## src/sv/pts_pkg.sv

```systemverilog
package pts_pkg;

    localparam int MaxRows = 64;
    localparam int RowW    = $clog2(MaxRows);
    localparam int QW      = 32;
    localparam int DivSteps = 48;
    localparam int DivCntW  = $clog2(DivSteps + 1);

    localparam logic signed [QW-1:0] QMax = 32'sh7FFF_FFFF;
    localparam logic signed [QW-1:0] QMin = 32'sh8000_0000;

    typedef enum logic [3:0] {
        ST_IDLE,
        ST_LOAD,
        ST_MUL,
        ST_SUB,
        ST_DIV_U,
        ST_DIV_R,
        ST_STORE,
        ST_BS_READ,
        ST_BS_MUL,
        ST_BS_CALC,
        ST_BS_OUT
    } t_state;

    typedef struct packed {
        logic capture;
        logic mul_start;
        logic sub;
        logic div_u_start;
        logic div_r_start;
        logic store;
        logic bs_init;
        logic bs_read;
        logic bs_mul;
        logic bs_calc;
        logic out_load;
        logic out_take;
        logic end_run;
    } t_cmd;

    typedef struct packed {
        logic div_done;
        logic is_last;
        logic bs_at_zero;
        logic out_busy;
    } t_status;

    function automatic logic signed [QW-1:0] sat64(input logic signed [64:0] v);
        logic signed [QW-1:0] r;
        if (v > 65'(QMax)) r = QMax;
        else if (v < 65'(QMin)) r = QMin;
        else r = v[QW-1:0];
        return r;
    endfunction

    // product rounded to nearest, ties away from zero, saturated
    function automatic logic signed [QW-1:0] qround(input logic signed [63:0] p);
        logic [63:0] m;
        logic [63:0] q;
        logic signed [64:0] r;
        m = p[63] ? 64'(-p) : 64'(p);
        q = (m + 64'd32768) >> 16;
        r = p[63] ? -$signed({1'b0, q}) : $signed({1'b0, q});
        return sat64(r);
    endfunction

endpackage

```

## src/sv/pts_ctrl.sv

```systemverilog
module pts_ctrl (
    input  logic              i_clk,
    input  logic              i_rst_n,
    input  logic              i_in_fire,
    output logic              o_in_ready,
    input  pts_pkg::t_status  i_status,
    output pts_pkg::t_cmd     o_cmd
);
    pts_pkg::t_state r_state, n_state;

    always_ff @(posedge i_clk) begin
        if (!i_rst_n) r_state <= pts_pkg::ST_IDLE;
        else r_state <= n_state;
    end

    always_comb begin
        n_state = r_state;
        case (r_state)
            pts_pkg::ST_IDLE:    if (i_in_fire) n_state = pts_pkg::ST_LOAD;
            pts_pkg::ST_LOAD:    n_state = pts_pkg::ST_MUL;
            pts_pkg::ST_MUL:     n_state = pts_pkg::ST_SUB;
            pts_pkg::ST_SUB:     n_state = pts_pkg::ST_DIV_U;
            pts_pkg::ST_DIV_U:   if (i_status.div_done) n_state = pts_pkg::ST_DIV_R;
            pts_pkg::ST_DIV_R:   if (i_status.div_done) n_state = pts_pkg::ST_STORE;
            pts_pkg::ST_STORE:   n_state = pts_pkg::ST_IDLE;
            pts_pkg::ST_BS_READ: n_state = pts_pkg::ST_BS_MUL;
            pts_pkg::ST_BS_MUL:  n_state = pts_pkg::ST_BS_CALC;
            pts_pkg::ST_BS_CALC: n_state = pts_pkg::ST_BS_OUT;
            pts_pkg::ST_BS_OUT:  if (!i_status.out_busy)
                n_state = i_status.bs_at_zero ? pts_pkg::ST_IDLE : pts_pkg::ST_BS_READ;
            default:             n_state = pts_pkg::ST_IDLE;
        endcase
        if (r_state == pts_pkg::ST_DIV_R && i_status.div_done)
            n_state = pts_pkg::ST_STORE;
        if (r_state == pts_pkg::ST_STORE && i_status.is_last)
            n_state = pts_pkg::ST_BS_READ;
    end

    always_comb begin
        o_cmd = '0;
        o_in_ready = 1'b0;
        case (r_state)
            pts_pkg::ST_IDLE:    begin
                o_in_ready  = 1'b1;
                o_cmd.capture = i_in_fire;
            end
            pts_pkg::ST_LOAD:    o_cmd.mul_start = 1'b1;
            pts_pkg::ST_MUL:     o_cmd.sub = 1'b1;
            pts_pkg::ST_SUB:     o_cmd.div_u_start = 1'b1;
            pts_pkg::ST_DIV_U:   o_cmd.div_r_start = i_status.div_done;
            pts_pkg::ST_DIV_R:   o_cmd.store = i_status.div_done;
            pts_pkg::ST_STORE:   o_cmd.bs_init = i_status.is_last;
            pts_pkg::ST_BS_READ: o_cmd.bs_read = 1'b1;
            pts_pkg::ST_BS_MUL:  o_cmd.bs_mul = 1'b1;
            pts_pkg::ST_BS_CALC: o_cmd.bs_calc = 1'b1;
            pts_pkg::ST_BS_OUT:  if (!i_status.out_busy) begin
                o_cmd.out_load = 1'b1;
                o_cmd.out_take = !i_status.bs_at_zero;
                o_cmd.end_run  = i_status.bs_at_zero;
            end
            default:             o_cmd = '0;
        endcase
    end
endmodule

```

## config.mk

```make
export PLATFORM = sky130hd
export DESIGN_NAME = pts_ctrl
export DESIGN_NICKNAME = d
export VERILOG_FILES = /design/src/sv/pts_pkg.sv /design/src/sv/pts_ctrl.sv
export SDC_FILE = /design/constraint.sdc
export NUM_CORES = 1
export LEC_CHECK = 0
export ABC_AREA = 0
export BUFFER_PORTS_ARGS = -buffer_cell sky130_fd_sc_hd__buf_2
export CORE_MARGIN = 5
export CORE_UTILIZATION = 30
export DETAILED_ROUTE_END_ITERATION = 7
export SLEW_MARGIN = 20
export SYNTH_ARGS = -nofsm -noshare
export SYNTH_HDL_FRONTEND = slang
export SYNTH_SLANG_ARGS = --single-unit
export TNS_END_PERCENT = 5
```

## constraint.sdc

```tcl
create_clock -name i_clk -period 1.2 [get_ports i_clk]
set_input_delay 0.12 -clock i_clk [delete_from_list [all_inputs] [get_ports i_clk]]
set_output_delay 0.12 -clock i_clk [all_outputs]
set_load 0.02 [all_outputs]
```

==> run_results.csv <==
group,metric,value,unit
global_route,grt_max_degree,9,
worst_setup_path,regToRegSetupSlack,-0.23,ns
power_and_ir_drop,p_total,2.40,mW
floorplan,die_area,2310,um^2
worst_setup_path,r2r_end,"r_state[3]",
global_route,antenna_found_initial,0,
clock_network,cts_max_path_buffers,2,
synthesis,ys.flop_type,"dfxtp_1",
worst_setup_path,worst_setup_path_end_kind,"primary output",
synthesis,yosys.area_share.simple,0.466,
synthesis,syn_inst,60,
detailed_routing,wl,1870,um
final_layout,largest_register_ff_count,4,
synthesis,synth.distinct_cells,32,
sta,fin_ws,-0.272,ns
clock_network,cts_buffers,3,
floorplan,core,1330,um^2
synthesis,syn_nets,67,
hold_path,whs_endpoint,"r_state[0]",
worst_setup_path,cp.required,1.08,ns
synthesis,synth_top_family_by_area,"simple AND/OR/NAND/NOR gates",
detailed_routing,top_layer_used,"met4",
clock_network,clk_pin_slew,0.04,ns
sta,max_freq,679,MHz
detailed_routing,met3_length,130,um
synthesis,ys_seq_elements,4,
synthesis,syn_avg_cell_area,7.26,um^2
final_layout,largest-register,"r_state",
power_and_ir_drop,peakVddDrop,1.32,mV
final_layout,drive_gt1_frac,0.702,
run_status,violations,"setup timing",
worst_setup_path,cp_max_fo,8,
clock_network,cts_root_buf,"clkbuf_4",
synthesis,yosysWarnings,0,
floorplan,ios,21,
synthesis,synthArstFlopShare,0,
hold_path,min_path_type,"input pin to register",
detailed_routing,drt-wirelength-per-cell,15.7,um
sta,hold_viol,0,
power_and_ir_drop,leakagePower,0.438,nW
clock_network,cts_tree,"yes",
clock_network,holdBufCountCts,0,
synthesis,synthXorXnorAreaFrac,0,
sta,fin_crit_sh,1.23,
final_layout,top_regs,"r_state x4",
sta,rsz0062_at_grt,"true",
final_layout,final_cell_mix,"buf_4 (24), buf_6 (14), nor3_2 (6), buf_2 (6)",
synthesis,synth_compound_area_frac,0.239,
detailed_routing,drt_iter0_drc,11,
power_and_ir_drop,power_density,2530,nW/um^2
sta,finalClockSkew,0.00749,ns
flow_run,cap_violations,0,
place,globalplace.congestion,0.888,
clock_network,clock_sinks,4,
hold_path,min_from,"i_rst_n",
synthesis,syn_area,435,um^2
sta,worst_pin_slew,0.265,ns
sta,setup_violations,18,
worst_setup_path,start_kind,"register",
place,dp_slack,-0.168,ns
final_layout,diodes,0,
worst_setup_path,critPathArrivalTime,1.35,ns
synthesis,synth_fa_ha_area_frac,0,
detailed_routing,vias,665,
synthesis,synth_edf_count,0,
run_status,status,"finished with violations",
detailed_routing,avgViaCountPerCell,5.59,
detailed_routing,wl_met1,689,um
hold_path,min_path_cells,3,
floorplan,die_h,48.1,um
final_layout,final_common_cell,"buf_4",
global_route,grt_pass1_wl,2730,um
floorplan,initial_core_util,0.326,
floorplan,die_w,48.1,um
final_layout,nNetsFinal,113,
place,detailed_place_hpwl,1130,um
clock_network,htreeDepth,1,
detailed_routing,ant_nets,0,
synthesis,synthMuxAreaShare,0.0259,
clock_network,clk_latency,0.25,ns
sta,final-max-slew-violation-count,0,
final_layout,syn_to_final_growth,118,%
global_route,grt-ovfl-total,0,
worst_setup_path,rr_worst_depth,6,
detailed_routing,drt-pass1-iter-count,4,
detailed_routing,drc_errors,0,
worst_setup_path,worst_r2r_startpoint,"r_state[2]",
sta,slew_headroom,0.822,
global_route,grt_pass1_vias,641,
synthesis,ys_seq_area_frac,0.184,
place,portBuffers,20,
detailed_routing,wl_met2,1030,um
global_route,track_usage,0.173,
worst_setup_path,criticalPathCategory,"register to primary output",
floorplan,rows,13,
sta,timing.final.crit_period,1.47,ns
==> routing by layer <==
metal  GRT usage  up-vias
li1            -      311
met1       0.191      320
met2       0.330       32
met3      0.0111        2
met4      0.0806        0
met5           0        -
==> how the worst max path moves through the flow <==
stage                     slack, ns       start          to  depth (start not counted)
after floorplan               -0.11  r_state[3]    o_cmd[8]                          3
after global placement        -0.20  r_state[2]  r_state[3]                          5
final                         -0.27  r_state[1]   o_cmd[12]                          4
after CTS                     -0.25  r_state[3]    o_cmd[8]                          4
after detailed placement      -0.17  r_state[2]  r_state[3]                          5
after global routing          -0.32  r_state[1]   o_cmd[12]                          4
==> synthesized netlist by cell type (3+ instances only) <==
master,instances,share of area
nor3_1,7,0.080
dfxtp_1,4,0.18
inv_1,3,0.026
buf_2,3,0.034
nor2_1,5,0.043
a21oi_1,3,0.034
==> logic make-up (layout without fill, tap and decap cells) <==
family / after synthesis / count (layout)
simple gates: 32 / 32
compound gates: 15 / 15
buf+inv: 8 / 52
flops: 4 / 4
mux: 1 / 1
==> repair_timing <==
action                     in CTS  in global routing
setup endpoints to repair      18                 18
pin swaps                       6                  0
resized for setup              33                 17
cloned                          0                  0
buffers inserted                5                  0
==> power breakdown <==
part	total, mW	switching, mW	internal, mW	leakage, nW
clock	0.184	0.0707	0.113	0.0138
sequential	0.367	0.143	0.224	0.0356
combinational	1.84	0.817	1.03	0.389
total	2.40	1.03	1.36	0.438
==> final cells by class <==
class,instances,area [um^2]
clock buffers,3,22.5
fillers,109,387
inverters,4,15.0
multi-input cells,48,408
flip-flops and latches,4,95.1
well taps,15,18.8
repair buffers,45,388
==> through the flow <==
stage / setup TNS, ns / std cells / hold slack, ns / cell area (um^2) / utilization
finish: -2.60 / 119 / 0.143 / 947 / 0.710
CTS: -2.60 / 119 / 0.142 / 882 / 0.661
global route: -3.57 / 119 / 0.161 / 947 / 0.710
detailed placement: -1.16 / 111 / 0.402 / 722 / 0.541
global placement: -1.10 / 111 / 0.405 / 722 / 0.541
floorplan: -0.376 / 60 / 0.261 / 463 / -
==> worst max-delay path: stages, from the launching register on <==
cell and delay [ns]:
dfxtp_4 0.38, buf_6 0.13, nor4_4 0.29, and2_4 0.19, buf_6 0.11
Power figures use the tool's default switching activity.
